[src/rtl/core/mac_pkg.sv]
// Shared types, widths and codes of the moving average crossover block.
// No dependencies; every other file imports this package.
package mac_pkg;

  localparam int MAX_WINDOW = 256;
  localparam int PRICE_BITS = 32;
  localparam int WIN_W      = $clog2(MAX_WINDOW + 1);
  localparam int PTR_W      = $clog2(MAX_WINDOW);
  localparam int SUM_W      = PRICE_BITS + PTR_W;
  localparam int STEP_W     = $clog2(SUM_W + 1);
  localparam int CFG_IDX_W  = 2;

  localparam logic [CFG_IDX_W-1:0] REG_SHORT_WINDOW = CFG_IDX_W'(0);
  localparam logic [CFG_IDX_W-1:0] REG_LONG_WINDOW  = CFG_IDX_W'(1);

  localparam logic [WIN_W-1:0] SHORT_WINDOW_RST = WIN_W'(5);
  localparam logic [WIN_W-1:0] LONG_WINDOW_RST  = WIN_W'(20);

  typedef enum logic [1:0] {
    SIG_NONE = 2'd0,
    SIG_BUY  = 2'd1,
    SIG_SELL = 2'd2
  } signal_e;

  typedef enum logic [1:0] {
    SIGN_ZERO = 2'd0,
    SIGN_POS  = 2'd1,
    SIGN_NEG  = 2'd2
  } sign_e;

  typedef enum logic [2:0] {
    ST_IDLE,
    ST_RD_SHORT,
    ST_RD_LONG,
    ST_UPDATE,
    ST_START,
    ST_DIVIDE,
    ST_OUTPUT
  } state_e;

  function automatic logic [WIN_W-1:0] clamp_window(input logic [WIN_W-1:0] w);
    logic [WIN_W-1:0] r;
    if (w == '0) begin
      r = WIN_W'(1);
    end else if (w > WIN_W'(MAX_WINDOW)) begin
      r = WIN_W'(MAX_WINDOW);
    end else begin
      r = w;
    end
    return r;
  endfunction

endpackage

[src/rtl/core/mac_div.sv]
// Bit-serial restoring divider: one quotient bit per cycle over the SUM_W-bit dividend.
// Depends on mac_pkg for the sum, window and step counter widths.
module mac_div import mac_pkg::*; (
  input  logic                  clk_i,
  input  logic                  rst_ni,
  input  logic                  start_i,
  input  logic [SUM_W-1:0]      dividend_i,
  input  logic [WIN_W-1:0]      divisor_i,
  output logic                  done_o,
  output logic [PRICE_BITS-1:0] quot_o
);

  logic              busy_q, busy_d;
  logic              done_q, done_d;
  logic [STEP_W-1:0] step_q, step_d;
  logic [SUM_W-1:0]  work_q, work_d;
  logic [WIN_W-1:0]  rem_q, rem_d;
  logic [WIN_W-1:0]  div_q, div_d;
  logic [WIN_W:0]    trial;
  logic [WIN_W:0]    diff;

  assign trial = {rem_q, work_q[SUM_W-1]};
  assign diff  = trial - {1'b0, div_q};

  always_comb begin
    busy_d = busy_q;
    done_d = 1'b0;
    step_d = step_q;
    work_d = work_q;
    rem_d  = rem_q;
    div_d  = div_q;
    if (start_i) begin
      busy_d = 1'b1;
      step_d = '0;
      work_d = dividend_i;
      rem_d  = '0;
      div_d  = divisor_i;
    end else if (busy_q) begin
      if (!diff[WIN_W]) begin
        rem_d  = diff[WIN_W-1:0];
        work_d = {work_q[SUM_W-2:0], 1'b1};
      end else begin
        rem_d  = trial[WIN_W-1:0];
        work_d = {work_q[SUM_W-2:0], 1'b0};
      end
      step_d = step_q + STEP_W'(1);
      if (step_q == STEP_W'(SUM_W - 1)) begin
        busy_d = 1'b0;
        done_d = 1'b1;
      end
    end
  end

  always_ff @(posedge clk_i or negedge rst_ni) begin
    if (!rst_ni) begin
      busy_q <= 1'b0;
      done_q <= 1'b0;
      step_q <= '0;
    end else begin
      busy_q <= busy_d;
      done_q <= done_d;
      step_q <= step_d;
    end
  end

  always_ff @(posedge clk_i) begin
    work_q <= work_d;
    rem_q  <= rem_d;
    div_q  <= div_d;
  end

  assign done_o = done_q;
  assign quot_o = work_q[PRICE_BITS-1:0];

endmodule

[config.mk]
export PLATFORM = sky130hd
export DESIGN_NAME = mac_div
export DESIGN_NICKNAME = d
export VERILOG_FILES = /design/src/rtl/core/mac_pkg.sv /design/src/rtl/core/mac_div.sv
export SDC_FILE = /design/constraint.sdc
export NUM_CORES = 1
export LEC_CHECK = 0
export ABC_AREA = 1
export BUFFER_PORTS_ARGS = -buffer_cell sky130_fd_sc_hd__buf_4
export CAP_MARGIN = 25
export CORE_MARGIN = 5
export CORE_UTILIZATION = 45
export CTS_CLUSTER_DIAMETER = 80
export CTS_CLUSTER_SIZE = 25
export DETAILED_ROUTE_END_ITERATION = 10
export GPL_ROUTABILITY_DRIVEN = 0
export PLACE_DENSITY = 0.71
export RECOVER_POWER = 100
export REMOVE_ABC_BUFFERS = 1
export SYNTH_ARGS = -nofsm -noshare
export SYNTH_HDL_FRONTEND = slang
export SYNTH_SLANG_ARGS = --single-unit
[constraint.sdc]
create_clock -name clk_i -period 1.9 [get_ports clk_i]
set_input_delay 0.095 -clock clk_i [delete_from_list [all_inputs] [get_ports clk_i]]
set_output_delay 0.095 -clock clk_i [all_outputs]
set_load 0.02 [all_outputs]
# Word-level counts from Yosys, hierarchy flattened

Cells that the tools add are included.

Word-level logic and storage cells: 22
Input port bits: 52
Output and inout bits: 33
Register bits: 66

Add/sub/neg operators: 2
Eq/ne operators: 1
Reductions and logical operators: 1
Multiplexer cells: 12

Operators with widths:

| kind                  | number |
|---|---|
| $mux W40              | 2 |
| $mux W6               | 2 |
| $sub A10 B9 Y10       | 1 |
| $mux W9               | 1 |
| $mux W1               | 7 |
| $add A6 B1 Y6 const B | 1 |
| $eq A6 B6 Y1 const B  | 1 |
| $reduce_bool A2 Y1    | 1 |

# Logic depth before layout (Yosys ltp)

Gate-level depths: netlist (run 1).

Depth after elaboration: 4
Depth in mapped cells: 13
Depth with buffers taken out: 13

# Worst setup path after synthesis (run 1)

OpenSTA, ideal clock, no wires.

Kind: reg2reg
From: register busy_q
To: register work_q[0] (enable)
Buffers on the path: 1
Slack: 0.058 ns
Cell stages (with the launch flop): 4
Clock period less this slack: 1.842 ns
Library setup time: 0.394 ns
Arrival: 1.447 ns
Data required time: 1.506 ns
Cells stage by stage: dfrtp_1 -> nor2_1 -> clkbuf_1 -> inv_1

Longest elaborated chain between the ends: 1

Ends and longest elaborated chain:

| what                                | line          | RTL |
|---|---|---|
| start, declared                     | mac_div.sv:13 | `logic busy_q, busy_d;` |
| start signal, assigned              | mac_div.sv:60 | `busy_q <= busy_d;` |
| $reduce_bool A2 Y1 (no source line) | --            |  |
| end signal, assigned                | mac_div.sv:67 | `work_q <= work_d;` |
| end, declared                       | mac_div.sv:16 | `logic [SUM_W-1:0] work_q, work_d;` |

Every way passes these cells.
A chain may end at the register's enable or synchronous reset.

# Final worst setup path (run 1)

From: register rem_q[3]
To: register work_q[0], data pin

Longest elaborated chain between the ends: 4

Ends and longest elaborated chain:

| what                   | line          | RTL |
|---|---|---|
| start, declared        | mac_div.sv:17 | `logic [WIN_W-1:0] rem_q, rem_d;` |
| start signal, assigned | mac_div.sv:68 | `rem_q <= rem_d;` |
| $sub A10 B9 Y10        | mac_div.sv:23 | `assign diff = trial - {1'b0, div_q};` |
| $mux W1                | mac_div.sv:39 | `if (!diff[WIN_W]) begin` |
| $mux W40               | mac_div.sv:38 | `end else if (busy_q) begin` |
| $mux W40               | mac_div.sv:32 | `if (start_i) begin` |
| net work_d[0]          | mac_div.sv:16 |  |

The timed path passes the listed nets, and every way through them passes these cells. The select of a mux whose other input is x is not followed.

==> flow_summary.toml, run 1 <==
[cts]
clock-root-buffer = "clkbuf_8"
cts.clk_slew.worst_paths_ns = 0.07
h-tree-depth = 3
cts_tree = "done"
clockBufferDepth = 2
cts_sinks = 66
worst_skew_pair.late_latency_ns = 0.34
numCtsBuffers = 9

[critical_path]
cp_data_required_time_ns = 1.98
reg2regPathDepth = 8
critPathKind = "register to register"
endpoint_kind = "register"
timing.rr.start = "rem_q[3]"
startpoint = "rem_q[3]"
crit_arrival_ns = 1.88
worstReg2RegEnd = "work_q[0]"
cp-start-kind = "register"
path_max_fanout = 5
r2r_slack_ns = 0.10

[place]
numPlacedInstances = 564
hpwl_mm = 5.454
io_buffers = 84

[detailed_routing]
wl_met2_mm = 3.604
vias = 2811
first_iter_violations = 94
wl_mm = 7.582
wl_met1_mm = 3.316
highest_layer = "met4"
wl_met3_um = 528
wl_per_cell_um = 12.76
firstDrtPassIters = 4
drc_errors = 0
ant_nets = 0
vias_per_cell = 4.732

[die]
io_pins = 85
core_um2 = 7727
die_area_um2 = 9858
fp-row-count = 32
initial_utilization_pct = 46.42
die_y_um = 99.29
dieWidth_um = 99.29

[power]
total_power_mw = 4.761
vdd_drop_max_uv = 469.4
p_per_area_nw_per_um2 = 1092
power_leakage_nw = 2.117

[timing]
layout_min_cycle_time_ns = 1.799
skew_ns = 0.005958
fin_setup_tns_ns = 0
fmax_mhz = 555.8
worst_pin_slew_ns = 1.427
relSlewSlack_pct = 4.886
finalHoldViolations = 0
setup_violations = 0
fin_crit_sh_pct = 94.69
fin_hold_ws_ns = 0.02223
finalMaxSlewViolations = 0

[yosys]
synth_area_per_cell_um2 = 8.707
syn_inst = 412
synth_edf_count = 49
syn_area_um2 = 3587
yosysTopAreaCellShare_pct = 41.02
yosys-top-cells-area = "edfxtp_1, nand2_1, buf_4"
yosys.area.top_type = "edfxtp_1"
seq_area_frac_synth_pct = 51.62
synth_seq_cells = 66
yosysUniqueCellTypes = 34
ys.flop_type = "edfxtp_1"
yosysWarnings = 0
async_reset_ff_share_pct = 12.12

[layout]
area_delta_synth_final_pct = 21.49
layout.cells.most_common = "nand2_1"
layout.nets = 550
instances_no_fill = 594
drive_above_1_share_pct = 21.14
layout_common_cells = "nand2_1, buf_4, edfxtp_1, clkbuf_1, inv_1"
nFillCells = 734
n_antenna_cell = 0
utilization_pct = 56.40

[grt]
grt_overflow = 0
grt_pass1_vias = 2845
grt_max_degree = 41
grtUsageTotal_pct = 15.90
antenna_found_initial = 0
grt_pass1_wl_mm = 12.58

[worst_hold_path]
worstHoldStart = "dividend_i[10]"
holdPathEnd = "work_q[10]"
hp-class = "input port to register"
hold-path-cell-count = 3

[run_status]
status = "completed"

[job]
drv_cap = 0
worst max-delay path, cell delays in order, from the launching register on:
cell and delay (ns):
dfxtp_1 0.33, ha_1 0.35, a21oi_1 0.21, nand2_1 0.11
nand2_2 0.12, nand3_2 0.10, nand2_4 0.11, buf_6 0.12
a31oi_1 0.08
final cells by class:
cell class                 count  area, um2  area share [%]
multi-input combinational    266       1350           30.98
sequential                    66       1852           42.49
clock buffer                  11      141.4           3.244
timing repair buffer         109      725.7           16.65
clock inverter                 5      30.03          0.6891
inverter                      35      131.4           3.015
tap                          102      127.6           2.929
logic make-up after synthesis:
group | count (synthesis) | synth area share [%]
AO/OA/AOI/OAI | 12 | 1.918
AND/OR/NAND/NOR | 240 | 29.51
XOR/XNOR | 3 | 0.7326
flip-flops | 66 | 51.62
buffers and inverters | 80 | 12.17
adder cells (fa/ha/maj) | 11 | 4.046
Yosys cell counts, drive strengths merged (5+ instances only):
cell type,number
ha,10
nand2,189
nand3,25
clkbuf,7
nor2,16
a21oi,7
edfxtp,49
dfxtp,9
buf,38
dfrtp,8
nand3b,5
inv,34
registers in the layout (all words and copies together) (netlist names):
register	flops
rem_q	9
work_q	40
done_o	1
busy_q	1
div_q	9
step_q	6
where the power goes:
part | internal [mW] | switching [mW]
clock network | 0.502 | 0.529
logic | 0.798 | 1.02
registers | 1.76 | 0.150
total | 3.06 | 1.70
worst max path at each step:
| stage | to | slack, ns |
|---|---|---|
| after floorplan | rem_q[0] | 0.04 |
| after global placement | rem_q[6] | 0.07 |
| after detailed placement | rem_q[8] | 0.03 |
| after CTS | rem_q[4] | 0.04 |
| after global routing | rem_q[6] | -0.03 |
| final | work_q[0] | 0.10 |
stage by stage:
step	cell area [um2]	worst slack [ns]
global route	4358	-0.03068
floorplan	3282	0.03682
detailed placement	4148	0.02991
global placement	4148	0.07199
finish	4358	0.1009
CTS	4424	0.03832
routing by layer:
layer  vias up  global-route usage (%)
met2        71                   25.26
met5         -                       0
met3        10                   4.979
met4         0                   7.038
li1       1425                       -
met1      1305                   19.94
timing repair:
item                                    4_1_cts  5_1_grt
hold buffers                                 10        0
cloned                                        0        0
setup buffers                                 0        4
endpoints found under the setup margin        1        9
resized for setup                             1       12
hold endpoints to repair                     17        0
pin swaps                                     0        6
(Power assumes the default switching activity.)
==> run 2, diff against run 1 <==
CORE_MARGIN = 10   (was 5)
SETUP_SLACK_MARGIN = 0.2   (was default)
==> flow_summary.toml, run 2 (synthesized netlist as in run 1, its figures left out) <==
[run_status]
status = "completed"

[layout]
largest_register_ffs = 40
nFillCells = 676
top_regs = "work_q: 40 flops, div_q: 9 flops, rem_q: 9 flops"
layout_common_cells = "nand2_1, buf_4, edfxtp_1, clkbuf_1, inv_1"
finish.instance_area_um2 = 4611
drive_above_1_share_pct = 27.66
register_area_um2 = 1853
multi_input_area_um2 = 1519
top_register = "work_q"
layout.nets = 557
utilization_pct = 59.67
area_delta_synth_final_pct = 28.53
layout.cells.most_common = "nand2_1"
instances_no_fill = 601
n_antenna_cell = 0

[cts]
h-tree-depth = 3
cts_tree = "done"
clock-root-buffer = "clkbuf_8"
cts_sinks = 66
worst_skew_pair.late_latency_ns = 0.34
clockBufferDepth = 2
numCtsBuffers = 9
cts.clk_slew.worst_paths_ns = 0.08

[grt]
grtUsageTotal_pct = 14.59
antenna_found_initial = 0
grt_pass1_wl_mm = 13.81
grt_max_degree = 41
grt_pass1_vias = 2929
grt_overflow = 0

[detailed_routing]
highest_layer = "met4"
wl_met3_um = 857
vias = 2892
ant_nets = 0
wl_per_cell_um = 14.59
firstDrtPassIters = 4
wl_met1_mm = 3.556
wl_mm = 8.768
wl_met2_mm = 4.243
first_iter_violations = 104
vias_per_cell = 4.812
drc_errors = 0

[timing]
fin_crit_sh_pct = 95.15
relSlewSlack_pct = 20.98
fin_setup_tns_ns = 0
setup_violations = 0
fmax_mhz = 553.1
finalMaxSlewViolations = 0
grt_setup_unrepaired = "yes"
layout_min_cycle_time_ns = 1.808
worst_pin_slew_ns = 1.185
skew_ns = 0.01080
finalWorstSetupSlack_ns = 0.09214
finalHoldViolations = 0

[critical_path]
worstReg2RegEnd = "rem_q[3]"
reg2regPathDepth = 13
path_max_fanout = 6
r2r_slack_ns = 0.09
cp_data_required_time_ns = 2.13
endpoint_kind = "register"
timing.rr.start = "div_q[4]"
crit_arrival_ns = 2.04
critPathKind = "register to register"
cp-start-kind = "register"

[worst_hold_path]
hp-class = "input port to register"
worstHoldStart = "dividend_i[20]"
hold-path-cell-count = 3
holdPathEnd = "work_q[20]"

[die]
initial_utilization_pct = 46.42
die_y_um = 109.3
core_um2 = 7727
die_area_um2 = 11940
io_pins = 85
fp-row-count = 32
dieWidth_um = 109.3

[power]
power_leakage_nw = 2.203
vdd_drop_max_uv = 548.3
p_per_area_nw_per_um2 = 1161

[place]
place_area_um2 = 4128
numPlacedInstances = 563
pre_cts_ws_ns = 0.02970
io_buffers = 84
hpwl_mm = 6.063

[job]
drv_cap = 0
==> run 2: cell types whose count changed in the layout (fill, tap and decap cells not counted), moves of 2 or more <==
cell | before | now
buf_6 | 2 | 5
nand3_1 | 17 | 13
inv_1 | 33 | 27
ha_1 | 7 | 2
inv_2 | 1 | 7
ha_4 | 2 | 7
buf_4 | 50 | 54
nand3_2 | 7 | 10
a21oi_1 | 6 | 4
nand2_1 | 182 | 177
nand2_4 | 2 | 5
==> run 2: critical path: stages (launching register included) <==
cell and delay (ns):
edfxtp_1 0.40, inv_2 0.09, ha_4 0.22, nand2_4 0.09, clkinv_2 0.04, nand2_1 0.06
nand2_2 0.07, nand2_4 0.10, nand3_4 0.10, nand2_4 0.17, buf_6 0.14, nand3_2 0.06
nand3_1 0.10, nand2_1 0.06
==> run 2: how the worst max path moves through the flow <==
| stage | end | startpoint |
|---|---|---|
| 5_1_grt | rem_q[1] | div_q[4] |
| 3_5_place_dp | rem_q[7] | div_q[4] |
| 6_report | rem_q[3] | div_q[4] |
| 4_1_cts | rem_q[1] | div_q[4] |
| 2_1_floorplan | rem_q[0] | div_q[4] |
| 3_3_place_gp | rem_q[1] | div_q[4] |
==> run 2: repair_timing <==
item	in CTS	in global routing
hold buffers	10	0
hold endpoints to repair	17	0
pin swaps	13	14
buffers inserted	7	5
gates cloned	0	0
endpoints found under the setup margin	10	10
resized for setup	26	23
==> run 2: layout make-up <==
cell class | count | area share [%]
Clock buffer | 10 | 2.985
Clock inverter | 6 | 1.438
Inverter | 35 | 2.877
Multi-Input combinational cell | 266 | 32.94
Sequential cell | 66 | 40.19
Tap cell | 102 | 2.768
Timing Repair Buffer | 116 | 16.80
==> run 2: routing by layer <==
| layer | up-vias | global-route usage [%] |
|---|---|---|
| li1 | 1444 | - |
| met1 | 1349 | 16.62 |
| met5 | - | 0 |
| met4 | 0 | 6.134 |
| met2 | 89 | 22.96 |
| met3 | 10 | 7.139 |
==> run 2: stage by stage <==
| step | hold WS (ns) | power (mW) |
|---|---|---|
| after floorplan | -0.2006 | 3.044 |
| after global placement | -0.08129 | 3.556 |
| after detailed placement | -0.08098 | 3.594 |
| after CTS | 0.001607 | 5.112 |
| after global routing | 0.01828 | 5.661 |
| final | 0.01619 | 5.354 |
==> run 2: where the power goes <==
part / switching, mW / internal [mW] / total (mW)
clock network: 0.551 / 0.641 / 1.19
registers: 0.174 / 1.76 / 1.93
logic: 1.23 / 0.998 / 2.23
==> run 3, diff against run 2 <==
PLACE_DENSITY = default   (was 0.71)
PLACE_DENSITY_LB_ADDON = 0.1   (was default)
==> flow_summary.toml, run 3 (synthesized netlist as in run 1, its figures left out) <==
[run_status]
status = "completed"

[die]
die_area_um2 = 11940
initial_utilization_pct = 46.42
core_um2 = 7727
io_pins = 85
fp-row-count = 32
dieWidth_um = 109.3
die_y_um = 109.3

[critical_path]
max_stage_delay_ns = 0.41
r2r_slack_ns = 0.11
path_depth = 11
cp_data_required_time_ns = 2.13
crit_chain = "ha_4 > fa_2 > nand3b_1 > nand2_2 > nand3_2 > nand2_1 > nand2_1 > nand2_1 > nand2_1 > nand3_2 > nand2_1"
critPathKind = "register to register"
reg2regPathDepth = 11
endpoint_kind = "register"
cp-start-kind = "register"
worstReg2RegEnd = "rem_q[6]"
crit_arrival_ns = 2.03
path_max_fanout = 3
timing.rr.start = "div_q[0]"
cpMostUsedCell = "nand2_1"
cpMaxStageDelayCell = "edfxtp_1"
path_buf_inv = 0
crit_family = "simple AND/OR/NAND/NOR gates"

[timing]
worst_pin_slew_ns = 1.036
finalWorstSetupSlack_ns = 0.1059
skew_ns = 0.008869
finalMaxSlewViolations = 0
fmax_mhz = 557.4
layout_min_cycle_time_ns = 1.794
grt_setup_unrepaired = "yes"
setup_violations = 0
finalHoldViolations = 0
fin_crit_sh_pct = 94.43
relSlewSlack_pct = 30.94

[cts]
cts_tree = "done"
cts_sinks = 66
h-tree-depth = 3
cts.clk_slew.worst_paths_ns = 0.07
clockBufferDepth = 2
numCtsBuffers = 9
worst_skew_pair.late_latency_ns = 0.34
clock-root-buffer = "clkbuf_8"

[grt]
busiest_layer = "met2"
grt_max_degree = 48
grt_pass1_wl_mm = 14.21
use_met2_pct = 23.78
grt_pass1_vias = 2936
met1_usage_pct = 17.99
grtUsageTotal_pct = 15.02
grt_overflow = 0
antenna_found_initial = 0
global_route.usage.met3_pct = 7.198

[detailed_routing]
drc_errors = 0
ant_nets = 0
first_iter_violations = 166
firstDrtPassIters = 4
vias = 2862
wl_mm = 8.561
wl_per_cell_um = 14.20
vias_per_cell = 4.746

[layout]
utilization_pct = 60.40
finish.instance_area_um2 = 4667
drive_above_1_share_pct = 27.74
layout_common_cells = "nand2_1, buf_4, edfxtp_1, clkbuf_1, inv_1"
layout.nets = 559
top_register = "work_q"
area_delta_synth_final_pct = 30.10
n_antenna_cell = 0
top_regs = "work_q: 40 flops, div_q: 9 flops, rem_q: 9 flops"
layout.cells.most_common = "nand2_1"
multi_input_area_um2 = 1536
nFillCells = 707
largest_register_ffs = 40
register_area_um2 = 1852

[place]
pre_cts_ws_ns = 0.05720
io_buffers = 84
hpwl_mm = 5.861
place_area_um2 = 4140

[power]
power_leakage_nw = 2.219
vdd_drop_max_uv = 423.9
p_per_area_nw_per_um2 = 1168
total_power_mw = 5.450

[worst_hold_path]
holdPathEnd = "work_q[3]"
hp-class = "input port to register"
worstHoldStart = "dividend_i[3]"
hold-path-cell-count = 3

[job]
drv_cap = 0
-- run 3: metal layers --
layer  share of wire (%)  routed length (um)  up-vias
li1                    -                   -     1452
met1                  42                3634     1329
met2                  49                4162       74
met3                 8.0                 684        7
met4                0.92                  79        0
met5                   0                   0        -
-- run 3: stage by stage --
| stage | hold slack, ns | instances | TNS (ns) |
|---|---|---|---|
| 2_1_floorplan | -0.2006 | 367 | 0 |
| 3_3_place_gp | -0.08234 | 563 | 0 |
| 3_5_place_dp | -0.08013 | 563 | 0 |
| 4_1_cts | 0.004334 | 598 | 0 |
| 5_1_grt | 0.002926 | 603 | -0.06110 |
| 6_report | 0.02300 | 603 | 0 |
-- run 3: repair_timing --
action	4_1_cts	5_1_grt
hold buffers	10	0
endpoints found under the setup margin	10	10
resized for setup	33	14
endpoints found under the hold margin	17	0
setup buffers	9	5
pin swaps	17	12
-- run 3: final cells by class --
cell class | count | share of cell area (%)
Sequential cell | 66 | 39.68
Multi-Input combinational cell | 266 | 32.92
Timing Repair Buffer | 118 | 17.56
Clock buffer | 14 | 3.485
Inverter | 35 | 2.815
Tap cell | 102 | 2.735
Clock inverter | 2 | 0.8043
-- run 3: worst max-delay path by stage --
stage,endpoint,start
2_1_floorplan,rem_q[0],div_q[4]
3_3_place_gp,rem_q[3],div_q[7]
3_5_place_dp,rem_q[6],work_q[39]
4_1_cts,rem_q[4],div_q[0]
5_1_grt,rem_q[8],work_q[39]
6_report,rem_q[6],div_q[0]
-- run 3: tightest hold or removal path, cell delays in order --
cell and delay, ns:
buf_4 0.07, nand2_1 0.04, nand2_1 0.05
-- run 3: report_power, final --
| part | switching [mW] | internal (mW) |
|---|---|---|
| Sequential | 0.164 | 1.76 |
| Clock | 0.526 | 0.681 |
| Combinational | 1.22 | 1.10 |
| Total | 1.91 | 3.54 |
